[src/design/eased_value_animator_unit_macros.svh]
// assertion macros for the eased value animator
// expects clk and arst_n in the scope of each use
`ifndef EASED_VALUE_ANIMATOR_UNIT_MACROS_SVH
`define EASED_VALUE_ANIMATOR_UNIT_MACROS_SVH

// same-cycle implication
`define EVA_ASSERT_NOW(label, ante, cons, msg) \
	label: assert property (@(posedge clk) disable iff (!arst_n) (ante) |-> (cons)) \
		else $error(msg);

// next-cycle implication
`define EVA_ASSERT_NEXT(label, ante, cons, msg) \
	label: assert property (@(posedge clk) disable iff (!arst_n) (ante) |=> (cons)) \
		else $error(msg);

`endif

[src/design/eva_pkg.sv]
// shared types, codes and fixed-point constants for the eased value animator
// no dependencies
package eva_pkg;

	// fixed-point format: progress and eased value are unsigned Q1.FB
	localparam int FB = 16;
	localparam int ONE_I = 1 << FB;
	localparam int P_W = FB + 1;
	localparam int DUR_W = 24;
	localparam int CNT_W = $clog2(FB + 1);
	localparam int P11_W = FB + 4;
	localparam int SD_W = FB + 7;
	localparam int M_W = FB + 3;
	localparam int OPA_W = 34;
	localparam int OPB_W = M_W + 1;
	localparam int PROD_W = OPA_W + OPB_W;
	localparam int SH_NEAR = FB + 4;
	localparam int SH_LAST = FB + 6;
	localparam int CFG_IDX_W = 3;

	localparam logic [P_W-1:0] ONE = P_W'(ONE_I);
	localparam logic signed [OPB_W-1:0] ONE_B = OPB_W'(ONE_I);
	localparam logic signed [PROD_W-1:0] HALF_Q = PROD_W'(ONE_I / 2);
	localparam logic signed [PROD_W-1:0] HALF_NEAR = PROD_W'(1) <<< (SH_NEAR - 1);
	localparam logic signed [PROD_W-1:0] HALF_LAST = PROD_W'(1) <<< (SH_LAST - 1);

	// bounce segment limits on 11p and offsets
	localparam logic [P11_W-1:0] LIM_A = P11_W'(4 * ONE_I);
	localparam logic [P11_W-1:0] LIM_B = P11_W'(8 * ONE_I);
	localparam logic [P11_W-1:0] LIM_C = P11_W'(10 * ONE_I);
	localparam logic signed [SD_W-1:0] CTR_B = SD_W'(6 * ONE_I);
	localparam logic signed [SD_W-1:0] CTR_C = SD_W'(9 * ONE_I);
	localparam logic signed [SD_W-1:0] CTR_D = SD_W'(21 * ONE_I);
	localparam logic [P_W-1:0] OFS_B = P_W'((3 * ONE_I) / 4);
	localparam logic [P_W-1:0] OFS_C = P_W'((15 * ONE_I) / 16);
	localparam logic [P_W-1:0] OFS_D = P_W'((63 * ONE_I) / 64);

	// command codes
	localparam logic [1:0] CMD_START = 2'd0;
	localparam logic [1:0] CMD_TICK  = 2'd1;
	localparam logic [1:0] CMD_STOP  = 2'd2;
	// unused code, ignored by the block
	localparam logic [1:0] CMD_RSVD  = 2'd3;

	// curve codes
	localparam logic [1:0] CURVE_CUBIC_OUT = 2'd0;
	localparam logic [1:0] CURVE_QUINT_IN  = 2'd1;
	localparam logic [1:0] CURVE_QUINT_OUT = 2'd2;
	localparam logic [1:0] CURVE_BOUNCE    = 2'd3;

	// register indexes
	localparam logic [CFG_IDX_W-1:0] CFG_START_VALUE = 3'd0;
	localparam logic [CFG_IDX_W-1:0] CFG_END_VALUE   = 3'd1;
	localparam logic [CFG_IDX_W-1:0] CFG_DURATION    = 3'd2;
	localparam logic [CFG_IDX_W-1:0] CFG_CURVE       = 3'd3;
	localparam logic [CFG_IDX_W-1:0] CFG_ENABLE      = 3'd4;

	// bounce segment codes
	localparam logic [1:0] SEG_A = 2'd0;
	localparam logic [1:0] SEG_B = 2'd1;
	localparam logic [1:0] SEG_C = 2'd2;
	localparam logic [1:0] SEG_D = 2'd3;

	typedef enum logic [2:0] {
		ST_IDLE,
		ST_DIV,
		ST_SETUP,
		ST_MUL,
		ST_RND,
		ST_EMIT
	} eva_state_t;

	typedef enum logic [1:0] {
		PH_CURVE,
		PH_BOUNCE,
		PH_LERP
	} eva_phase_t;

	typedef struct packed {
		logic [1:0]  cmd;
		logic [31:0] frame_time_ms;
	} cmd_item_t;

	typedef struct packed {
		logic signed [31:0] value;
		logic               done_res;
	} res_item_t;

endpackage

[src/design/eased_value_animator_unit.sv]
// eased value animator top level: sequencer, restoring divider, shared multiplier
// depends on eva_pkg and eased_value_animator_unit_macros.svh
`include "eased_value_animator_unit_macros.svh"

// A start command arms the animation (or, when disabled or with zero duration,
// returns end_value at once), a tick returns the eased value for its time stamp
// and a stop ends a running animation with the last value. One command is taken
// at a time: a tick inside the animation passes through the accept in the idle
// state, FB steps of the restoring divider for the progress, a setup state, 1 to 3
// easing products and the final interpolation, each a multiply and a rounding
// state on one registered multiplier, and the emit state. A tick before the start
// stamp skips the divider. A stalled result output, while an earlier result still
// waits in the output register, holds the block in the emit state.
// A result may wait in the output register while the next command is taken.
module eased_value_animator_unit import eva_pkg::*; (
	input  logic                 clk,
	input  logic                 arst_n,
	input  logic                 cmd_valid,
	output logic                 cmd_stall,
	input  cmd_item_t            cmd_item,
	output logic                 res_valid,
	input  logic                 res_stall,
	output res_item_t            res_item,
	input  logic                 cfg_valid,
	output logic                 cfg_ready,
	input  logic [CFG_IDX_W-1:0] cfg_index,
	input  logic [31:0]          cfg_data
);

	// configuration and animation state
	logic signed [31:0]        start_value_q, end_value_q, cur_val_q;
	logic [DUR_W-1:0]          dur_q;
	logic [1:0]                curve_q;
	logic                      enable_q, running_q;
	logic [31:0]               stamp_q;

	// sequencer and datapath registers
	eva_state_t                st_q, st_d;
	eva_phase_t                phase_q;
	logic [DUR_W-1:0]          rem_q;
	logic [FB-1:0]             quo_q;
	logic [CNT_W-1:0]          cnt_q;
	logic [P_W-1:0]            p_q, base_q;
	logic [1:0]                seg_q;
	logic signed [OPA_W-1:0]   op_a_q;
	logic signed [OPB_W-1:0]   op_b_q;
	logic signed [PROD_W-1:0]  prod_q;
	logic signed [31:0]        pend_val_q;
	logic                      pend_done_q;
	logic                      res_valid_q;
	res_item_t                 res_item_q;

	logic                      cmd_acc, emit_go;
	logic [31:0]               elapsed;
	logic                      late;

	// divider step
	logic [DUR_W:0]            div_t;
	logic                      div_ge;
	logic [DUR_W-1:0]          rem_d;
	logic [FB-1:0]             quo_d;

	// easing setup
	logic [P_W-1:0]            q_val, base_val;
	logic [P11_W-1:0]          p11;
	logic signed [SD_W-1:0]    p11s, sd;
	logic [SD_W-1:0]           sd_abs;
	logic [1:0]                seg_d;
	logic [M_W-1:0]            m_val;

	// rounding after the multiplier
	logic signed [PROD_W-1:0]  sum_q, sum_near, sum_last, lerp_f;
	logic [P_W-1:0]            qm, rb, ofs, e_curve, e_val;
	logic [P_W:0]              eb_raw;
	logic [CNT_W-1:0]          last_step;
	logic signed [OPA_W-1:0]   diff;

	assign cmd_acc = cmd_valid && !cmd_stall;
	assign elapsed = cmd_item.frame_time_ms - stamp_q;
	assign late = !elapsed[31] && (elapsed >= {{(32-DUR_W){1'b0}}, dur_q});

	// restoring division of elapsed << FB by the duration
	assign div_t  = {rem_q, 1'b0};
	assign div_ge = div_t >= {1'b0, dur_q};
	assign rem_d  = div_ge ? DUR_W'(div_t - {1'b0, dur_q}) : div_t[DUR_W-1:0];
	assign quo_d  = {quo_q[FB-2:0], div_ge};

	// curve base and bounce segment
	assign q_val    = ONE - p_q;
	assign base_val = (curve_q == CURVE_QUINT_IN) ? p_q : q_val;
	assign p11      = (P11_W'(p_q) << 3) + (P11_W'(p_q) << 1) + P11_W'(p_q);
	assign p11s     = signed'(SD_W'(p11));
	always_comb begin
		if (p11 < LIM_A) begin
			seg_d = SEG_A;
			sd = p11s;
		end else if (p11 < LIM_B) begin
			seg_d = SEG_B;
			sd = p11s - CTR_B;
		end else if (p11 < LIM_C) begin
			seg_d = SEG_C;
			sd = p11s - CTR_C;
		end else begin
			seg_d = SEG_D;
			sd = (p11s <<< 1) - CTR_D;
		end
	end
	assign sd_abs = sd[SD_W-1] ? SD_W'(-sd) : SD_W'(sd);
	assign m_val  = sd_abs[M_W-1:0];

	// rounding of the registered product
	assign sum_q    = prod_q + HALF_Q;
	assign sum_near = prod_q + HALF_NEAR;
	assign sum_last = prod_q + HALF_LAST;
	assign lerp_f   = sum_q >>> FB;
	assign qm       = sum_q[FB +: P_W];
	assign rb       = (seg_q == SEG_D) ? sum_last[SH_LAST +: P_W] : sum_near[SH_NEAR +: P_W];
	always_comb begin
		case (seg_q)
			SEG_B:   ofs = OFS_B;
			SEG_C:   ofs = OFS_C;
			SEG_D:   ofs = OFS_D;
			default: ofs = '0;
		endcase
	end
	assign eb_raw    = {1'b0, rb} + {1'b0, ofs};
	assign e_curve   = (curve_q == CURVE_QUINT_IN) ? qm : ONE - qm;
	assign last_step = (curve_q == CURVE_CUBIC_OUT) ? CNT_W'(1) : CNT_W'(2);
	always_comb begin
		if (phase_q == PH_BOUNCE) begin
			e_val = (eb_raw > {1'b0, ONE}) ? ONE : eb_raw[P_W-1:0];
		end else begin
			e_val = (e_curve > ONE) ? ONE : e_curve;
		end
	end
	assign diff = OPA_W'(end_value_q) - OPA_W'(start_value_q);

	// next state
	always_comb begin
		st_d = st_q;
		unique case (st_q)
			ST_IDLE: begin
				if (cmd_acc) begin
					case (cmd_item.cmd)
						CMD_START: begin
							if (!enable_q || dur_q == '0) st_d = ST_EMIT;
						end
						CMD_TICK: begin
							if (running_q) begin
								if (elapsed[31]) st_d = ST_SETUP;
								else if (late) st_d = ST_EMIT;
								else st_d = ST_DIV;
							end
						end
						CMD_STOP: begin
							if (running_q) st_d = ST_EMIT;
						end
						default: st_d = ST_IDLE;
					endcase
				end
			end
			ST_DIV: begin
				if (cnt_q == CNT_W'(FB - 1)) st_d = ST_SETUP;
			end
			ST_SETUP: st_d = ST_MUL;
			ST_MUL:   st_d = ST_RND;
			ST_RND: begin
				st_d = (phase_q == PH_LERP) ? ST_EMIT : ST_MUL;
			end
			ST_EMIT: begin
				if (emit_go) st_d = ST_IDLE;
			end
			default: st_d = ST_IDLE;
		endcase
	end

	// handshake outputs
	always_comb begin
		cmd_stall = (st_q != ST_IDLE);
		cfg_ready = 1'b1;
		emit_go   = (st_q == ST_EMIT) && (!res_valid_q || !res_stall);
		res_valid = res_valid_q;
		res_item  = res_item_q;
	end

	// control state
	always_ff @(posedge clk or negedge arst_n) begin
		if (!arst_n) begin
			st_q          <= ST_IDLE;
			running_q     <= 1'b0;
			stamp_q       <= '0;
			cur_val_q     <= '0;
			res_valid_q   <= 1'b0;
			start_value_q <= '0;
			end_value_q   <= '0;
			dur_q         <= '0;
			curve_q       <= CURVE_CUBIC_OUT;
			enable_q      <= 1'b1;
		end else begin
			st_q <= st_d;
			// configuration writes
			if (cfg_valid && cfg_ready) begin
				unique case (cfg_index)
					CFG_START_VALUE: start_value_q <= signed'(cfg_data);
					CFG_END_VALUE:   end_value_q   <= signed'(cfg_data);
					CFG_DURATION:    dur_q         <= cfg_data[DUR_W-1:0];
					CFG_CURVE:       curve_q       <= cfg_data[1:0];
					CFG_ENABLE:      enable_q      <= cfg_data[0];
					default: ;
				endcase
			end
			// command side effects on the animation state
			if (cmd_acc) begin
				case (cmd_item.cmd)
					CMD_START: begin
						if (!enable_q || dur_q == '0) begin
							running_q <= 1'b0;
						end else begin
							running_q <= 1'b1;
							stamp_q   <= cmd_item.frame_time_ms;
						end
					end
					CMD_TICK: begin
						if (running_q && late) running_q <= 1'b0;
					end
					CMD_STOP: running_q <= 1'b0;
					default: ;
				endcase
			end
			// output register
			if (emit_go) begin
				res_valid_q <= 1'b1;
				cur_val_q   <= pend_val_q;
			end else if (res_stall == 1'b0) begin
				res_valid_q <= 1'b0;
			end
		end
	end

	// datapath registers
	always_ff @(posedge clk) begin
		if (emit_go) begin
			res_item_q.value    <= pend_val_q;
			res_item_q.done_res <= pend_done_q;
		end
		unique case (st_q)
			ST_IDLE: begin
				rem_q <= elapsed[DUR_W-1:0];
				quo_q <= '0;
				cnt_q <= '0;
				p_q   <= '0;
				if (cmd_item.cmd == CMD_STOP) begin
					pend_val_q <= cur_val_q;
				end else begin
					pend_val_q <= end_value_q;
				end
				pend_done_q <= 1'b1;
			end
			ST_DIV: begin
				rem_q <= rem_d;
				quo_q <= quo_d;
				cnt_q <= cnt_q + CNT_W'(1);
				p_q   <= {1'b0, quo_d};
			end
			ST_SETUP: begin
				cnt_q <= '0;
				if (curve_q == CURVE_BOUNCE) begin
					phase_q <= PH_BOUNCE;
					seg_q   <= seg_d;
					op_a_q  <= signed'(OPA_W'(m_val));
					op_b_q  <= signed'(OPB_W'(m_val));
				end else begin
					phase_q <= PH_CURVE;
					base_q  <= base_val;
					op_a_q  <= signed'(OPA_W'(base_val));
					op_b_q  <= signed'(OPB_W'(base_val));
				end
			end
			ST_MUL: begin
				prod_q <= PROD_W'(op_a_q) * PROD_W'(op_b_q);
			end
			ST_RND: begin
				if (phase_q == PH_LERP) begin
					pend_val_q  <= start_value_q + signed'(lerp_f[31:0]);
					pend_done_q <= 1'b0;
				end else if (phase_q == PH_BOUNCE || cnt_q == last_step) begin
					phase_q <= PH_LERP;
					op_a_q  <= diff;
					op_b_q  <= signed'(OPB_W'(e_val));
				end else begin
					cnt_q  <= cnt_q + CNT_W'(1);
					op_a_q <= signed'(OPA_W'(qm));
					if (cnt_q + CNT_W'(1) == last_step) begin
						op_b_q <= signed'(OPB_W'(base_q));
					end else begin
						op_b_q <= signed'(OPB_W'(qm));
					end
				end
			end
			ST_EMIT: ;
			default: ;
		endcase
	end

	// checks
	`EVA_ASSERT_NOW(a_div_rem_below, st_q == ST_DIV, rem_q < dur_q, "divider remainder out of range")
	`EVA_ASSERT_NOW(a_div_running, st_q == ST_DIV, running_q, "division without a running animation")
	`EVA_ASSERT_NOW(a_ease_bounded, (st_q == ST_MUL) && (phase_q == PH_LERP), op_b_q <= ONE_B, "eased value above one")
	`EVA_ASSERT_NEXT(a_done_stops, emit_go && pend_done_q, !running_q, "final result left animation running")

endmodule

[config.mk]
export PLATFORM = sky130hd
export DESIGN_NAME = eased_value_animator_unit
export DESIGN_NICKNAME = d
export VERILOG_FILES = /design/src/design/eva_pkg.sv /design/src/design/eased_value_animator_unit.sv
export VERILOG_INCLUDE_DIRS = /design/src /design/src/design
export SDC_FILE = /design/constraint.sdc
export NUM_CORES = 2
export LEC_CHECK = 0
export BUFFER_PORTS_ARGS = -buffer_cell sky130_fd_sc_hd__buf_2
export CAP_MARGIN = 20
export CORE_MARGIN = 2
export CORE_UTILIZATION = 59
export CTS_CLUSTER_DIAMETER = 120
export CTS_CLUSTER_SIZE = 16
export DETAILED_ROUTE_END_ITERATION = 10
export PLACE_DENSITY = 0.85
export SYNTH_ARGS = -nofsm -noshare
export SYNTH_HDL_FRONTEND = slang
export SYNTH_SLANG_ARGS = --single-unit
[constraint.sdc]
create_clock -name clk -period 7 [get_ports clk]
set_clock_uncertainty 0.1 [all_clocks]
set_input_delay 0.35 -clock clk [delete_from_list [all_inputs] [get_ports clk]]
set_output_delay 0.35 -clock clk [all_outputs]
set_load 0.03 [all_outputs]
==> results.md <==
* Outcome: finished, violations left
* Failing checks: negative setup slack
* Post-route antenna net violation count at 0
* Core box area at 79000 sq um
* Global placement routability congestion at slightly above 1
* Worst slack, placed at -528 ps
* Initial Utilization at 0.597
* Register area at 10500 sq um
* WL/cell at approximately 21 microns
* Slew Limit Fails at 0
* Seq/Total Area, Yosys at 0.223
* EDFF count, synth at 217
* Vias at 39283
* Final WL at 135000 microns
* Largest net degree at the start of global routing at 65
* Die Y-Extent at 287 microns
* Vias in the first global route at 39753
* Global-route wire length before repair at 210000 microns
* Clock Latency Late Sink at 580 ps
* Final Non-Filler Cells at between 6000 and 7000
* Die ar. at just over 80000 sq um
* Yosys warns at 0
* Cell total after placement at between 6000 and 7000
* All-Layer GR Usage at 0.323
* Cells after Synth at ~5000
* Setup violators final at 15
* Buffers on Ports at 108
* Setup CP Type: flop to flop
* Top FF cell, synth: edfxtp_1
* Fin. Hold Viols at 0
* Dpl hpwl at 104000 microns
* Multi-input gate area at 33400 sq um
* Internal reg-to-reg setup slack at -350 ps
* Synth Cell Area at between 40000 and 50000 sq um
* Average size of a mapped cell at roughly 9.2 sq um
* Clock sink count at 377
* Worst-path clk slew at about 90 ps
* Max-cap violation count at 0
* CTS tree: yes
* CP Capture Type: flop
* Final setup margin at -346 ps
* Req. time, crit path at slightly above 7000 ps
* Part of the cycle the worst path needs at 1.05
* Vias per cell at 6.05
* Commonest non-fill, non-tap cell in the layout: inv_1
* Fin nets at 6394
* Actual slew at the worst max-slew pin at 1100 ps
* Commonest non-fill, non-tap cells in the layout: inv_1 (783), nand2_1 (607), fa_1 (570), and2_1 (383), ha_1 (291)
* # DRC at 0
* Number of synthesized register bits at 377
* Worst hold path class: input pin to flop
* Asr flop ratio synth at 0.424
* Max clock buf depth at 3
* Root buf cell: clkbuf_16
* Die width at about 290 microns
* Number of antenna violations at the first check in global routing at 10
* Fillers at 5658
* TritonCTS Buffers at 27
* Layout cells sized above 1 at 0.123
* I/O pins at 110
* Syn_nets at roughly 6000
* Slew headroom at 0.266
* Max Clk Rate at 0.136 GHz
* RSZ-0062 raised after global routing: yes
* H-tree depth reported by CTS at 1
* Crit path time final at 7350 ps
* Count of different cell masters after synthesis at between 90 and 100
* Max FO, Critical Path at 4
* Congestion Overflow GR at 0
* DRT Pass-1 Iters at 8
* Starting DRC count in detailed routing at about 3700
* # rows at about 100
* Area growth from synthesis to layout at 11.8%
* Startpoint class of the critical path: flop
* Worst EP arrival at 7580 ps
[layout make-up]
type | instances | area share
Sequential cell | 377 | 0.200
Multi-Input combinational cell | 3745 | 0.633
Inverter | 799 | 0.0569
Clock inverter | 1 | 0.000166
Clock buffer | 48 | 0.0143
Antenna cell | 7 | 0.000332
Timing Repair Buffer | 468 | 0.0707
Tap cell | 1050 | 0.0249
[per-stage QoR]
step	instance area, sq um	hold slack (ps)	TNS (ps)	utilization
global placement	50300	263	-3060	0.637
finish	52700	14.5	-2010	0.667
detailed placement	50400	264	-4970	0.637
global route	52700	28.2	-5230	0.667
floorplan	47200	-45.6	0	-
CTS	52300	2.05	-700	0.661
[worst max-delay path, cell delays in order, from the launching register on]
cell	delay, ps
edfxtp_1	520
buf_4	200
buf_4	130
buf_4	150
and2_1	170
fa_1	510
fa_1	570
inv_1	60
fa_1	510
inv_1	60
fa_1	480
fa_1	470
fa_1	600
inv_1	90
fa_1	480
inv_1	40
ha_1	330
nand3_1	170
a21oi_4	250
o211ai_1	130
buf_4	160
a211oi_2	170
buf_4	160
o21ai_4	60
and3_1	160
or3_1	370
[layer usage]
metal / up-vias / GRT usage / wire [microns]
met5: - / 0 / 89
met1: 19332 / 0.398 / 49500
li1: 17430 / - / -
met3: 558 / 0.0675 / 12400
met2: 1953 / 0.552 / 65600
met4: 10 / 0.140 / 7800
[Yosys cell counts (all sizes together), types with 7 or more instances]
master   instances  share of area
o2111ai         13         0.0024
o22ai           15         0.0020
mux2i           64          0.014
and2           400          0.053
clkbuf         192          0.015
nor3            71         0.0075
buf             21         0.0026
nand3           76         0.0081
o21ai          260          0.028
xnor2          147          0.027
nand2          612          0.049
or2             10         0.0013
nor4            29         0.0038
o311ai           7         0.0017
nand4           41         0.0054
a221oi           9         0.0017
o31ai           10         0.0016
o21a            38         0.0060
xor2            80          0.015
a211oi          38         0.0063
o211ai          35         0.0056
and3            25         0.0033
a21oi          204          0.022
and4             8         0.0015
a21o            69          0.011
ha             307          0.081
a21boi          12         0.0019
nand2b          38         0.0050
fa             595           0.25
nor2           203          0.016
o31a            10         0.0019
a31oi           25         0.0034
or3             20         0.0028
o41ai            8         0.0016
mux2            77          0.018
edfxtp         217           0.14
a2111oi         10         0.0020
o21bai          24         0.0038
dfrtp          159          0.084
inv            797          0.063
nor2b           41         0.0054
o221ai           8         0.0015
[registers in the layout, indices dropped and copies added (netlist names)]
register / flops
start_value_q: 32
running_q: 1
p_q: 16
st_q: 3
cnt_q: 5
res_item: 33
seg_q: 2
dur_q: 24
prod_q: 33
enable_q: 1
stamp_q: 32
op_b_q: 19
pend_val_q: 32
base_q: 17
cur_val_q: 32
res_valid: 1
curve_q: 2
op_a_q: 33
pend_done_q: 1
end_value_q: 32
rem_q: 24
phase_q: 2
[path summary, 6_finish.rpt]
check                             startpoint              end  cells past startpoint
worst max-delay path              op_a_q[17]       prod_q[46]                     25
worst min-delay path            cfg_data[16]        dur_q[16]                      3
worst max register to register    op_a_q[17]       prod_q[46]                     25
worst min register to register   pend_done_q      res_item[0]                      0
max in group asynchronous             arst_n  end_value_q[25]                      4
min in group asynchronous             arst_n      stamp_q[24]                      2
[kinds of logic (layout without fill, tap and decap cells)]
kind of cell	Yosys count	count (layout)	synth area share
muxes	141	141	0.0321
AOI/OAI and AO/OA	871	871	0.119
DFF	377	377	0.223
buffers and inverters	1012	1316	0.0815
and+or+nand+nor	1602	1602	0.167
other	1	8	0.0000795
xor gates and xnor gates	228	228	0.0426
adders and majority gates	902	902	0.334
[what timing repair did]
item | 4_1_cts | 5_1_grt
endpoints found under the hold margin | 142 | 0
buffers inserted | 25 | 26
resized for setup | 87 | 72
setup endpoints to repair | 24 | 25
hold buffers | 56 | 0
gates cloned | 4 | 1
pin swaps | 83 | 68
Power is left out: the tool's default activity adds up to more than one toggle a clock period on the data nets, which glitch-free logic cannot reach.
